===== src/rtl/mslim_pkg.sv =====
`default_nettype none
package mslim_pkg;

	localparam int CMD_W   = 16;
	localparam int CUR_W   = 14;
	localparam int GAIN_W  = 16;
	localparam int STEP_W  = CMD_W - 1;
	localparam int CFG_W   = 16;
	localparam int CFG_IDX_W = 3;

	// overage is Q.8 amps, gain is Q4.12
	localparam int CUR_FRAC  = 8;
	localparam int GAIN_FRAC = 12;
	localparam int FRAC_SH   = CUR_FRAC + GAIN_FRAC;

	localparam int MA_W   = CUR_W + GAIN_W;
	localparam int MB_W   = (CMD_W > GAIN_W) ? CMD_W : GAIN_W;
	localparam int PROD_W = MA_W + MB_W;
	localparam int CM_W   = PROD_W - FRAC_SH;
	localparam int SUM_W  = CM_W + 2;

	localparam logic [CFG_IDX_W-1:0] REG_OC_THR   = 3'd0;
	localparam logic [CFG_IDX_W-1:0] REG_CLIP     = 3'd1;
	localparam logic [CFG_IDX_W-1:0] REG_GAIN     = 3'd2;
	localparam logic [CFG_IDX_W-1:0] REG_SLEW     = 3'd3;
	localparam logic [CFG_IDX_W-1:0] REG_MIN_MAG  = 3'd4;
	localparam logic [CFG_IDX_W-1:0] REG_STAT_CUR = 3'd5;

	localparam logic [CUR_W-1:0]  RST_OC_THR   = CUR_W'(7680);
	localparam logic [CUR_W-1:0]  RST_CLIP     = CUR_W'(8960);
	localparam logic [GAIN_W-1:0] RST_GAIN     = '0;
	localparam logic [STEP_W-1:0] RST_SLEW     = STEP_W'(328);
	localparam logic [STEP_W-1:0] RST_MIN_MAG  = STEP_W'(9830);
	localparam logic [CUR_W-1:0]  RST_STAT_CUR = CUR_W'(2560);

	typedef struct packed {
		logic load;
		logic mul_first;
		logic mul_second;
		logic finish;
	} mslim_cmd_t;

	typedef struct packed {
		logic fold;
	} mslim_sts_t;

endpackage
`default_nettype wire


===== src/rtl/mslim_ctrl.sv =====
`default_nettype none
module mslim_ctrl
	import mslim_pkg::*;
(
	input  wire logic       clk,
	input  wire logic       arst_n,
	input  wire logic       in_valid,
	output logic            in_ready,
	output logic            out_valid,
	input  wire logic       out_ready,
	input  wire mslim_sts_t sts,
	output mslim_cmd_t      cmd
);

	localparam logic [1:0] S_IDLE = 2'd0;
	localparam logic [1:0] S_MUL1 = 2'd1;
	localparam logic [1:0] S_MUL2 = 2'd2;
	localparam logic [1:0] S_FIN  = 2'd3;

	logic [1:0] state_q;
	logic [1:0] state_d;
	logic       out_valid_q;
	logic       accept;

	assign in_ready  = (state_q == S_IDLE);
	assign accept    = in_valid & in_ready;
	assign out_valid = out_valid_q;

	always_comb begin
		cmd.load       = accept;
		cmd.mul_first  = (state_q == S_MUL1);
		cmd.mul_second = (state_q == S_MUL2);
		cmd.finish     = (state_q == S_FIN) && (!out_valid_q || out_ready);
	end

	always_comb begin
		state_d = state_q;
		case (state_q)
			S_IDLE: begin
				if (accept) begin
					state_d = sts.fold ? S_MUL1 : S_FIN;
				end
			end
			S_MUL1: state_d = S_MUL2;
			S_MUL2: state_d = S_FIN;
			S_FIN: begin
				if (cmd.finish) begin
					state_d = S_IDLE;
				end
			end
			default: state_d = S_IDLE;
		endcase
	end

	always_ff @(posedge clk or negedge arst_n) begin
		if (!arst_n) begin
			state_q     <= S_IDLE;
			out_valid_q <= 1'b0;
		end else begin
			state_q <= state_d;
			if (cmd.finish) begin
				out_valid_q <= 1'b1;
			end else if (out_ready) begin
				out_valid_q <= 1'b0;
			end
		end
	end

	a_busy_after_accept: assert property (@(posedge clk) disable iff (!arst_n)
		accept |=> !in_ready)
		else $error("input taken while previous beat still in work");

	a_mul_order: assert property (@(posedge clk) disable iff (!arst_n)
		state_q == S_MUL2 |-> $past(state_q) == S_MUL1)
		else $error("second product without first");

	a_no_overwrite: assert property (@(posedge clk) disable iff (!arst_n)
		cmd.finish |-> (!out_valid_q || out_ready))
		else $error("result register overwritten before taken");

endmodule
`default_nettype wire


===== src/rtl/mslim_dp.sv =====
`default_nettype none
module mslim_dp
	import mslim_pkg::*;
(
	input  wire logic                 clk,
	input  wire logic                 arst_n,
	input  wire logic                 cfg_we,
	input  wire logic [CFG_IDX_W-1:0] cfg_index,
	input  wire logic [CFG_W-1:0]     cfg_data,
	input  wire logic [CMD_W-1:0]     axis_position,
	input  wire logic [CUR_W-1:0]     current_sample,
	input  wire logic                 run_enable,
	input  wire mslim_cmd_t           cmd,
	output mslim_sts_t                sts,
	output logic [CMD_W-1:0]          drive_command,
	output logic                      high_current_status,
	output logic                      cut_out
);

	localparam logic [CMD_W:0] HALF_P1 = (CMD_W+1)'((1 << (CMD_W - 1)) + 1);
	localparam logic [PROD_W-1:0] RND = PROD_W'(1) << (FRAC_SH - 1);

	// configuration
	logic [CUR_W-1:0]  thr_q;
	logic [CUR_W-1:0]  clip_q;
	logic [GAIN_W-1:0] gain_q;
	logic [STEP_W-1:0] step_q;
	logic [STEP_W-1:0] min_q;
	logic [CUR_W-1:0]  stat_q;

	// per-item working registers
	logic [CMD_W-1:0]  mag_q;
	logic [CUR_W-1:0]  over_q;
	logic              run_q;
	logic              ovr_q;
	logic              clip_hit_q;
	logic [PROD_W-1:0] prod_q;

	// state
	logic signed [CMD_W-1:0] last_q;
	logic                    status_q;

	// result register
	logic [CMD_W-1:0] drive_q;
	logic             hcs_q;
	logic             cut_q;

	logic [CMD_W:0]   num;
	logic [CMD_W-1:0] raw_mag;
	logic [CMD_W-1:0] mag_d;
	logic             ovr_d;
	logic             clip_d;

	logic [GAIN_W-1:0] gain_mag;
	logic [MA_W-1:0]   mul_a;
	logic [MB_W-1:0]   mul_b;
	logic [PROD_W-1:0] mul_p;

	logic signed [CMD_W+1:0] target_s;
	logic signed [CMD_W+1:0] last_s;
	logic signed [CMD_W+1:0] diff;
	logic signed [CMD_W+1:0] step_s;
	logic signed [CMD_W+1:0] accel;
	logic signed [CMD_W+1:0] slew_nxt;

	logic [PROD_W-1:0]      rounded;
	logic [CM_W-1:0]        cm;
	logic signed [SUM_W-1:0] corr;
	logic signed [SUM_W-1:0] fsum;
	logic [CMD_W-1:0]       fold_drive;
	logic                   all_zero;
	logic                   all_one;

	logic [CMD_W-1:0] drive_d;
	logic             cut_d;

	// target magnitude = (2^(CW-1) + 1 - z) / 2, raised to the minimum
	always_comb begin
		num     = HALF_P1 - {axis_position[CMD_W-1], axis_position};
		raw_mag = num[CMD_W:1];
		mag_d   = (raw_mag < CMD_W'(min_q)) ? CMD_W'(min_q) : raw_mag;
		ovr_d   = (current_sample >= thr_q);
		clip_d  = (current_sample > clip_q);
		sts.fold = run_enable && ovr_d && !clip_d;
	end

	// shared multiplier: overage*|gain|, then that times |target|
	always_comb begin
		gain_mag = gain_q[GAIN_W-1] ? (~gain_q + GAIN_W'(1)) : gain_q;
		if (cmd.mul_first) begin
			mul_a = MA_W'(over_q);
			mul_b = MB_W'(gain_mag);
		end else begin
			mul_a = prod_q[MA_W-1:0];
			mul_b = MB_W'(mag_q);
		end
		mul_p = PROD_W'(mul_a) * PROD_W'(mul_b);
	end

	// slew path
	always_comb begin
		target_s = -$signed({2'b00, mag_q});
		last_s   = (CMD_W+2)'(last_q);
		diff     = target_s - last_s;
		step_s   = $signed({3'b000, step_q});
		if (diff > step_s) begin
			accel = step_s;
		end else if (diff < -step_s) begin
			accel = -step_s;
		end else begin
			accel = diff;
		end
		slew_nxt = last_s + accel;
	end

	// foldback path: target is always negative, so correction sign follows gain
	always_comb begin
		rounded  = prod_q + RND;
		cm       = rounded[PROD_W-1:FRAC_SH];
		corr     = gain_q[GAIN_W-1] ? $signed({2'b00, cm}) : -$signed({2'b00, cm});
		fsum     = SUM_W'(target_s) + corr;
		all_zero = (fsum[SUM_W-1:CMD_W-1] == '0);
		all_one  = (fsum[SUM_W-1:CMD_W-1] == '1);
		if (all_zero || all_one) begin
			fold_drive = fsum[CMD_W-1:0];
		end else if (fsum[SUM_W-1]) begin
			fold_drive = {1'b1, {(CMD_W-1){1'b0}}};
		end else begin
			fold_drive = {1'b0, {(CMD_W-1){1'b1}}};
		end
	end

	always_comb begin
		drive_d = '0;
		cut_d   = 1'b0;
		if (run_q) begin
			if (ovr_q) begin
				if (clip_hit_q) begin
					cut_d = 1'b1;
				end else begin
					drive_d = fold_drive;
				end
			end else begin
				drive_d = slew_nxt[CMD_W-1:0];
			end
		end
	end

	always_ff @(posedge clk or negedge arst_n) begin
		if (!arst_n) begin
			thr_q    <= RST_OC_THR;
			clip_q   <= RST_CLIP;
			gain_q   <= RST_GAIN;
			step_q   <= RST_SLEW;
			min_q    <= RST_MIN_MAG;
			stat_q   <= RST_STAT_CUR;
			last_q   <= '0;
			status_q <= 1'b0;
		end else begin
			if (cfg_we) begin
				case (cfg_index)
					REG_OC_THR:   thr_q  <= cfg_data[CUR_W-1:0];
					REG_CLIP:     clip_q <= cfg_data[CUR_W-1:0];
					REG_GAIN:     gain_q <= cfg_data[GAIN_W-1:0];
					REG_SLEW:     step_q <= cfg_data[STEP_W-1:0];
					REG_MIN_MAG:  min_q  <= cfg_data[STEP_W-1:0];
					REG_STAT_CUR: stat_q <= cfg_data[CUR_W-1:0];
					default: ;
				endcase
			end
			if (cmd.load && run_enable) begin
				status_q <= (current_sample >= stat_q);
			end
			if (cmd.finish && run_q && !ovr_q) begin
				last_q <= $signed(slew_nxt[CMD_W-1:0]);
			end
		end
	end

	always_ff @(posedge clk) begin
		if (cmd.load) begin
			mag_q      <= mag_d;
			over_q     <= current_sample - thr_q;
			run_q      <= run_enable;
			ovr_q      <= ovr_d;
			clip_hit_q <= clip_d;
		end
		if (cmd.mul_first || cmd.mul_second) begin
			prod_q <= mul_p;
		end
		if (cmd.finish) begin
			drive_q <= drive_d;
			hcs_q   <= status_q;
			cut_q   <= cut_d;
		end
	end

	assign drive_command       = drive_q;
	assign high_current_status = hcs_q;
	assign cut_out             = cut_q;

endmodule
`default_nettype wire


===== src/rtl/motor_slew_and_overcurrent_limiter_top.sv =====
`default_nettype none
// Slew-rate limiter with over-current foldback and cut-out. One input beat
// (axis, current, run flag) gives one result beat (drive, status, cut-out).
// The result register is loaded in the finish state, which follows the
// accepting edge directly when no foldback applies; with foldback the item
// first passes the two multiply states: the foldback path runs its two products
// (overage times gain, then times the target magnitude) through one shared
// multiplier in consecutive cycles. The finish state waits while the previous
// result still sits in the output register untaken. The next item is taken as
// soon as the previous result has been loaded into the output register, even
// while that result waits to be taken. Configuration registers come out of
// reset at their default values and may be written whenever the block is idle.
module motor_slew_and_overcurrent_limiter_top
	import mslim_pkg::*;
(
	input  wire logic                 clk,
	input  wire logic                 arst_n,
	input  wire logic                 cfg_we,
	input  wire logic [CFG_IDX_W-1:0] cfg_index,
	input  wire logic [CFG_W-1:0]     cfg_data,
	input  wire logic                 in_valid,
	output logic                      in_ready,
	input  wire logic [CMD_W-1:0]     axis_position,
	input  wire logic [CUR_W-1:0]     current_sample,
	input  wire logic                 run_enable,
	output logic                      out_valid,
	input  wire logic                 out_ready,
	output logic [CMD_W-1:0]          drive_command,
	output logic                      high_current_status,
	output logic                      cut_out
);

	mslim_cmd_t cmd;
	mslim_sts_t sts;

	mslim_ctrl u_ctrl (
		.clk       (clk),
		.arst_n    (arst_n),
		.in_valid  (in_valid),
		.in_ready  (in_ready),
		.out_valid (out_valid),
		.out_ready (out_ready),
		.sts       (sts),
		.cmd       (cmd)
	);

	mslim_dp u_dp (
		.clk                 (clk),
		.arst_n              (arst_n),
		.cfg_we              (cfg_we),
		.cfg_index           (cfg_index),
		.cfg_data            (cfg_data),
		.axis_position       (axis_position),
		.current_sample      (current_sample),
		.run_enable          (run_enable),
		.cmd                 (cmd),
		.sts                 (sts),
		.drive_command       (drive_command),
		.high_current_status (high_current_status),
		.cut_out             (cut_out)
	);

endmodule
`default_nettype wire


===== config.mk =====
export PLATFORM = sky130hd
export DESIGN_NAME = motor_slew_and_overcurrent_limiter_top
export DESIGN_NICKNAME = d
export VERILOG_FILES = /design/src/rtl/mslim_pkg.sv /design/src/rtl/mslim_ctrl.sv /design/src/rtl/mslim_dp.sv /design/src/rtl/motor_slew_and_overcurrent_limiter_top.sv
export SDC_FILE = /design/constraint.sdc
export NUM_CORES = 2
export LEC_CHECK = 0
export BUFFER_PORTS_ARGS = -buffer_cell sky130_fd_sc_hd__buf_2
export CAP_MARGIN = 20
export CORE_MARGIN = 3
export CORE_UTILIZATION = 45
export CTS_BUF_LIST = sky130_fd_sc_hd__clkbuf_4 sky130_fd_sc_hd__clkbuf_8
export DETAILED_ROUTE_END_ITERATION = 8
export GPL_TIMING_DRIVEN = 0
export PLACE_DENSITY_LB_ADDON = 0.05
export SYNTH_ARGS = -nofsm -noshare
export SYNTH_HDL_FRONTEND = slang
export SYNTH_SLANG_ARGS = --single-unit

===== constraint.sdc =====
create_clock -name clk -period 10.81 [get_ports clk]
set_input_delay 1.6215 -clock clk [delete_from_list [all_inputs] [get_ports clk]]
set_output_delay 1.6215 -clock clk [all_outputs]
set_load 0.005 [all_outputs]

=== Word-level counts from Yosys, hierarchy flattened ===
Index checks and enable logic that the tools add are counted.

* Bitwise logic cells: 2
* Add/subtract/negate cells: 10
* Reductions and logical operators: 24
* Magnitude comparators: 6
* Muxes and demuxes: 18
* Equal/unequal tests: 11
* Multipliers: 1

{| class="wikitable"
|+ Operators by type and width
! kind !! count
|-
| 16-bit two-way mux || 8
|-
| 46-bit by 20-bit adder with 46-bit output (second input constant) || 1
|-
| 30-bit by 16-bit multiplier with 46-bit output || 1
|-
| 30-bit two-way mux || 1
|-
| 18-bit by 28-bit adder with 28-bit output || 1
|-
| 14-bit >= comparator || 2
|-
| 28-bit two-way mux || 1
|-
| 26-bit negation with 28-bit output || 1
|-
| 18-bit by 16-bit greater-than comparator with 1-bit output || 1
|-
| 18-bit less-than comparator || 1
|-
| 15-bit negation with 18-bit output || 1
|-
| 16-bit negation with 18-bit output || 1
|-
| 18-bit by 16-bit subtractor with 18-bit output || 1
|-
| 16-bit by 17-bit subtractor with 17-bit output (first input constant) || 1
|-
| 16-bit by 1-bit adder with 16-bit output (second input constant) || 1
|-
| 16-bit adder || 1
|-
| 16-bit by 15-bit less-than comparator with 1-bit output || 1
|-
| 16-bit inverter || 1
|-
| 2-bit AND reduction || 8
|-
| 15-bit two-way mux || 1
|-
| 14-bit greater-than comparator || 1
|-
| 14-bit subtractor || 1
|-
| 13-bit == test (second input constant) || 1
|-
| 13-bit logical NOT || 1
|-
| 17 further kinds || 33
|}

* Bits in registers: 205
* Input port bits: 55

=== Longest topological paths before layout ===
* Depth in word-level cells: 9
* Gate-level depth with buffers: 37

=== Modules after synthesis ===
From an unflattened synthesis, not the netlist that was laid out.

* Cell total of the unflattened synthesis: 3,573
* Area total of the unflattened synthesis: 31,541.5 um^2

{| class="wikitable"
|+ By module, submodules not included
! module !! cells an instance !! times used !! seq. area each (um^2) !! area an instance (um^2)
|-
| mslim_dp || 3,552 || 1 || 5,564.1 || 31,321.3
|-
| mslim_ctrl || 21 || 1 || 75.1 || 220.2
|}

=== Worst setup path before layout ===
Ideal clock, no wire load.

* Path type: flip-flop to flip-flop
* From: reg u_dp.gain_q[2]
* To: reg u_dp.prod_q[44] (data pin)
* Slack: 2.509 ns
* Path buffers: 1
* Arrival time: 8.035 ns
* Stages on the path, launching flop included: 29
* Required time: 10.544 ns
* Cell sequence: dfrtp_1 -> or4_1 -> or4_1 -> or3_1 -> nand2_1 -> xnor2_1 -> a21oi_1 -> clkbuf_1 -> nor2_1 -> fa_1 -> fa_1 -> fa_1 -> fa_1 -> fa_1 -> inv_1 -> fa_1 -> inv_1 -> ha_1 -> nand3_1 -> or2_2 -> o221a_2 -> a31o_2 -> a21oi_1 -> o21ai_0 -> o31ai_1 -> o21ai_0 -> o211ai_1 -> o41ai_1 -> xnor2_1

* Word-level cells in the longest chain between the ends: 5

{| class="wikitable"
|+ Ends and longest elaborated chain
! what !! line !! RTL
|-
| start: declaration || mslim_dp.sv:26 || <nowiki>logic [GAIN_W-1:0] gain_q;</nowiki>
|-
| start signal: assignment || mslim_dp.sv:164 || <nowiki>REG_GAIN: gain_q <= cfg_data[GAIN_W-1:0];</nowiki>
|-
| 16-bit inverter || mslim_dp.sv:89 || <nowiki>gain_mag = gain_q[GAIN_W-1] ? (~gain_q + GAIN_W'(1)) : gain_q;</nowiki>
|-
| 16-bit by 1-bit adder with 16-bit output || mslim_dp.sv:89 ||
|-
| 16-bit two-way mux (*) || mslim_dp.sv:89 ||
|-
| 16-bit two-way mux (*) || mslim_dp.sv:90 || <nowiki>if (cmd.mul_first) begin</nowiki>
|-
| 30-bit by 16-bit multiplier with 46-bit output (*) || mslim_dp.sv:97 || <nowiki>mul_p = PROD_W'(mul_a) * PROD_W'(mul_b);</nowiki>
|-
| named net u_dp.mul_p[44] || mslim_dp.sv:57 || <nowiki>logic [PROD_W-1:0] mul_p;</nowiki>
|-
| end signal: assignment || mslim_dp.sv:189 || <nowiki>prod_q <= mul_p;</nowiki>
|-
| end: declaration || mslim_dp.sv:37 || <nowiki>logic [PROD_W-1:0] prod_q;</nowiki>
|}

Mark *: on every way through the listed nets, which the timed path passes. The rest lies on a longest branch.
A chain may end at the register's enable or synchronous reset.

=== Worst setup path in the final report ===
* From: reg u_dp.gain_q[2]
* To: reg u_dp.prod_q[45] (data pin)

The elaborated chain is that of the path after synthesis.

==> metrics.txt <==
Max Fclk 0.0966 GHz; Syn Nets 4,309; hold buffer count at CTS 0; fin nets ~4,400; Post-DRT Antenna Nets 0; register area share after synthesis 18.0%; Max Fanout on Critical Path 10; Reg2Reg Depth 27; share of cells above drive strength 1 8.05%; placed cell area 32,900 sq um; vias in the first global route 26,700; CP arrival 10.75 ns; synthesized area per cell between 8 and 9 sq um; FP Rows 96; status completed; vias 25,500; Startpoint Class register; drt initial violations roughly 1,900; Fillers 6,725; synthesized netlist cell count 3,585; I/O pin cnt 75; Die Y between 200 and 300 um; final setup TNS 0 ns; Die Area 72,800 sq um; yosys warns 0; largest area contributor in the netlist fa_1; ys async rst share 52.7%; Reg clk slew, reported paths 0.07 ns; core area 68,700 sq um; Synth cell types 83; Post-synth EDFFs 97; Avg WL per Cell 21.1 um; PortBufs 72; final wirelength 98,500 um; Final Max Slew Viols 0; min Tclk post-route around 10 ns; relative slew slack 24.3%; DR pass1 iterations 6; Post CTS Setup Buffer Count 0; final RePlAce weighted congestion 0.934; Worst Setup End Kind register; Crit path required time 11.21 ns; Clock Sinks just over 200; worst-skew pair later-pin latency approximately 0.66 ns; Worst Tran Pin Value ~1.1 ns; Synth area leaders fa_1, ha_1, edfxtp_1; final instance area 34,000 sq um; final period utilization 95.8%; critical path type reg -> reg; count of final hold-check violations 0; Max clock buf depth 3; hold path cells 0; Syn-to-layout area delta 8.60%; drt drc 0; share of the synthesized area in the top cell type 25.2%; starting density of the core 45.6%; # resized after CTS 0; Post-Syn Area 31,300 sq um; number of antenna violations at the first check in global routing 3; RSZ-0062 raised after global routing no; top_reg_cell synth edfxtp_1; TritonCTS clock tree done; via density per instance ~5.4; maxcap violations 0; Total Routing Usage GR a little over a quarter; clk_skew 0.0290 ns; total grt overflow 0; Hold WC Path Type reg -> reg; cts bufs inserted 42; Die Width 270 um; H-Tree Depth 2; DPL Wire Length just over 80,000 um; #FFs+latches synth between 200 and 250; first-pass GRT wire length 154,000 um; largest net degree at the start of global routing 56; endpoints failing setup 0; Root Buffer Master clkbuf_8
-- Yosys cell counts (12+ instances only) --
| library cell | instances |
|---|---|
| inv_1 | 636 |
| nand2_1 | 466 |
| fa_1 | 394 |
| ha_1 | 275 |
| nor2_1 | 258 |
| xnor2_1 | 151 |
| a21oi_1 | 124 |
| o21ai_0 | 124 |
| clkbuf_1 | 106 |
| edfxtp_1 | 97 |
| dfrtp_1 | 89 |
| and2_1 | 84 |
| mux2_2 | 81 |
| a21o_1 | 61 |
| nand3_1 | 56 |
| nor2b_1 | 56 |
| nor3_1 | 52 |
| xor2_1 | 43 |
| a31oi_1 | 39 |
| mux2i_1 | 25 |
| o21a_1 | 23 |
| nand4_1 | 21 |
| nand2b_1 | 20 |
| dfstp_2 | 19 |
| nor4_1 | 19 |
| o21bai_1 | 18 |
| and3_1 | 17 |
| or3_1 | 17 |
| o211ai_1 | 16 |
| a211oi_1 | 14 |
| o22a_1 | 12 |
| o31ai_1 | 12 |
-- metal layers --
metal	track usage (%)	routed length, um	vias to the layer above
li1	-	-	11900
met1	37.5	44500	12700
met2	44.2	44700	727
met3	3.57	5180	173
met4	10.7	4170	4
met5	0	31	-
-- cells in the final DEF (no fill, tap or decap), types with 8 or more instances in the layout --
cell,Yosys,final
a211oi_1,14,14
a21boi_0,10,10
a21o_1,61,61
a21oi_1,124,123
a31oi_1,39,39
and2_1,84,83
and3_1,17,17
buf_2,7,78
clkbuf_1,106,102
clkbuf_4,0,8
clkbuf_8,0,50
dfrtp_1,89,89
dfstp_2,19,19
edfxtp_1,97,97
fa_1,394,394
ha_1,275,274
inv_1,636,636
mux2_2,81,81
mux2i_1,25,25
nand2_1,466,466
nand2b_1,20,20
nand3_1,56,56
nand4_1,21,21
nor2_1,258,258
nor2b_1,56,56
nor3_1,52,52
nor4_1,19,19
o211ai_1,16,16
o21a_1,23,23
o21ai_0,124,124
o21bai_1,18,18
o22a_1,12,12
o22ai_1,8,8
o31ai_1,12,12
or2_2,8,8
or3_1,17,17
or4_1,9,9
xnor2_1,151,151
xor2_1,43,43
-- layout make-up --
class | count | area [sq um] | area share (%)
multi-input combinational | 2618 | 22800 | 67.1
sequential | 205 | 5640 | 16.6
inverter | 637 | 2390 | 7.03
tap | 931 | 1160 | 3.43
clock buffer | 58 | 748 | 2.20
buffer | 125 | 500 | 1.47
timing repair buffer | 77 | 449 | 1.32
clock inverter | 20 | 294 | 0.865
antenna | 4 | 10.0 | 0.0294
-- state kept, by name (all words and copies together), names as in the netlist --
| signal | count |
|---|---|
| u_dp.thr_q | 14 |
| u_dp.prod_q | 46 |
| u_dp.stat_q | 14 |
| u_dp.status_q | 1 |
| u_dp.run_q | 1 |
| u_dp.mag_q | 16 |
| u_dp.clip_q | 14 |
| u_dp.cut_out | 1 |
| u_ctrl.out_valid | 1 |
| u_dp.over_q | 14 |
| u_dp.step_q | 15 |
| u_dp.gain_q | 16 |
| u_ctrl.state_q | 2 |
| u_dp.last_q | 16 |
| u_dp.clip_hit_q | 1 |
| u_dp.ovr_q | 1 |
| u_dp.drive_command | 16 |
| u_dp.min_q | 15 |
| u_dp.high_current_status | 1 |
-- kinds of logic (layout without fill, tap and decap cells) --
family	after synthesis	after routing	synth area share [%]
compound gates	527	527	10.8
xor+xnor	194	194	5.43
fa+ha+maj	669	669	36.2
buf+inv	762	917	9.21
flops	205	205	18.0
mux	108	108	3.79
other cells	0	4	0
simple gates	1120	1120	16.5
-- worst max-delay path, stage by stage, from the launching register on --
cell and delay [ns]:
dfrtp_1 0.46, or4_1 0.60, or4_1 0.47, or3_1 0.36, nor4_1 0.57, nor2_1 0.20, clkbuf_1 0.31, nor2_1 0.22
fa_1 0.47, fa_1 0.58, fa_1 0.57, fa_1 0.54, fa_1 0.57, inv_1 0.06, fa_1 0.53, inv_1 0.04
ha_1 0.35, a21o_1 0.18, a21o_1 0.18, a21o_1 0.22, o21ai_0 0.55, nor4_1 0.10, a21oi_1 0.51, a211oi_1 0.26
o41ai_1 0.67, o2111ai_1 0.24, a21oi_1 0.21, xnor2_1 0.08
-- final timing paths --
| check | startpoint | to | slack (ns) |
|---|---|---|---|
| max | u_dp.gain_q[2]$_DFFE_PN0P_ | u_dp.prod_q[45]$_DFFE_PP_ | 0.46 |
| min | u_dp.status_q$_DFFE_PN0P_ | u_dp.high_current_status$_DFFE_PP_ | 0.46 |
| max reg2reg | u_dp.gain_q[2]$_DFFE_PN0P_ | u_dp.prod_q[45]$_DFFE_PP_ | 0.46 |
| min reg2reg | u_dp.status_q$_DFFE_PN0P_ | u_dp.high_current_status$_DFFE_PP_ | 0.46 |
| max in group asynchronous | arst_n | u_dp.min_q[9]$_DFFE_PN1P_ | 9.11 |
| min in group asynchronous | arst_n | u_dp.clip_q[10]$_DFFE_PN0P_ | 0.96 |
-- through the flow --
step	cells	utilization, %	hold WS, ns	worst slack, ns
2_1_floorplan	3585	-	0.425	2.51
6_report	4675	49.5	0.462	0.456
5_1_grt	4675	49.5	0.486	0.0244
4_1_cts	4670	49.4	0.467	0.207
3_5_place_dp	4592	47.9	0.453	0.249
3_3_place_gp	4588	47.8	0.443	0.328
Power is not shown: default switching activity piles up to over one toggle a cycle in this logic, so the estimate is an artifact.
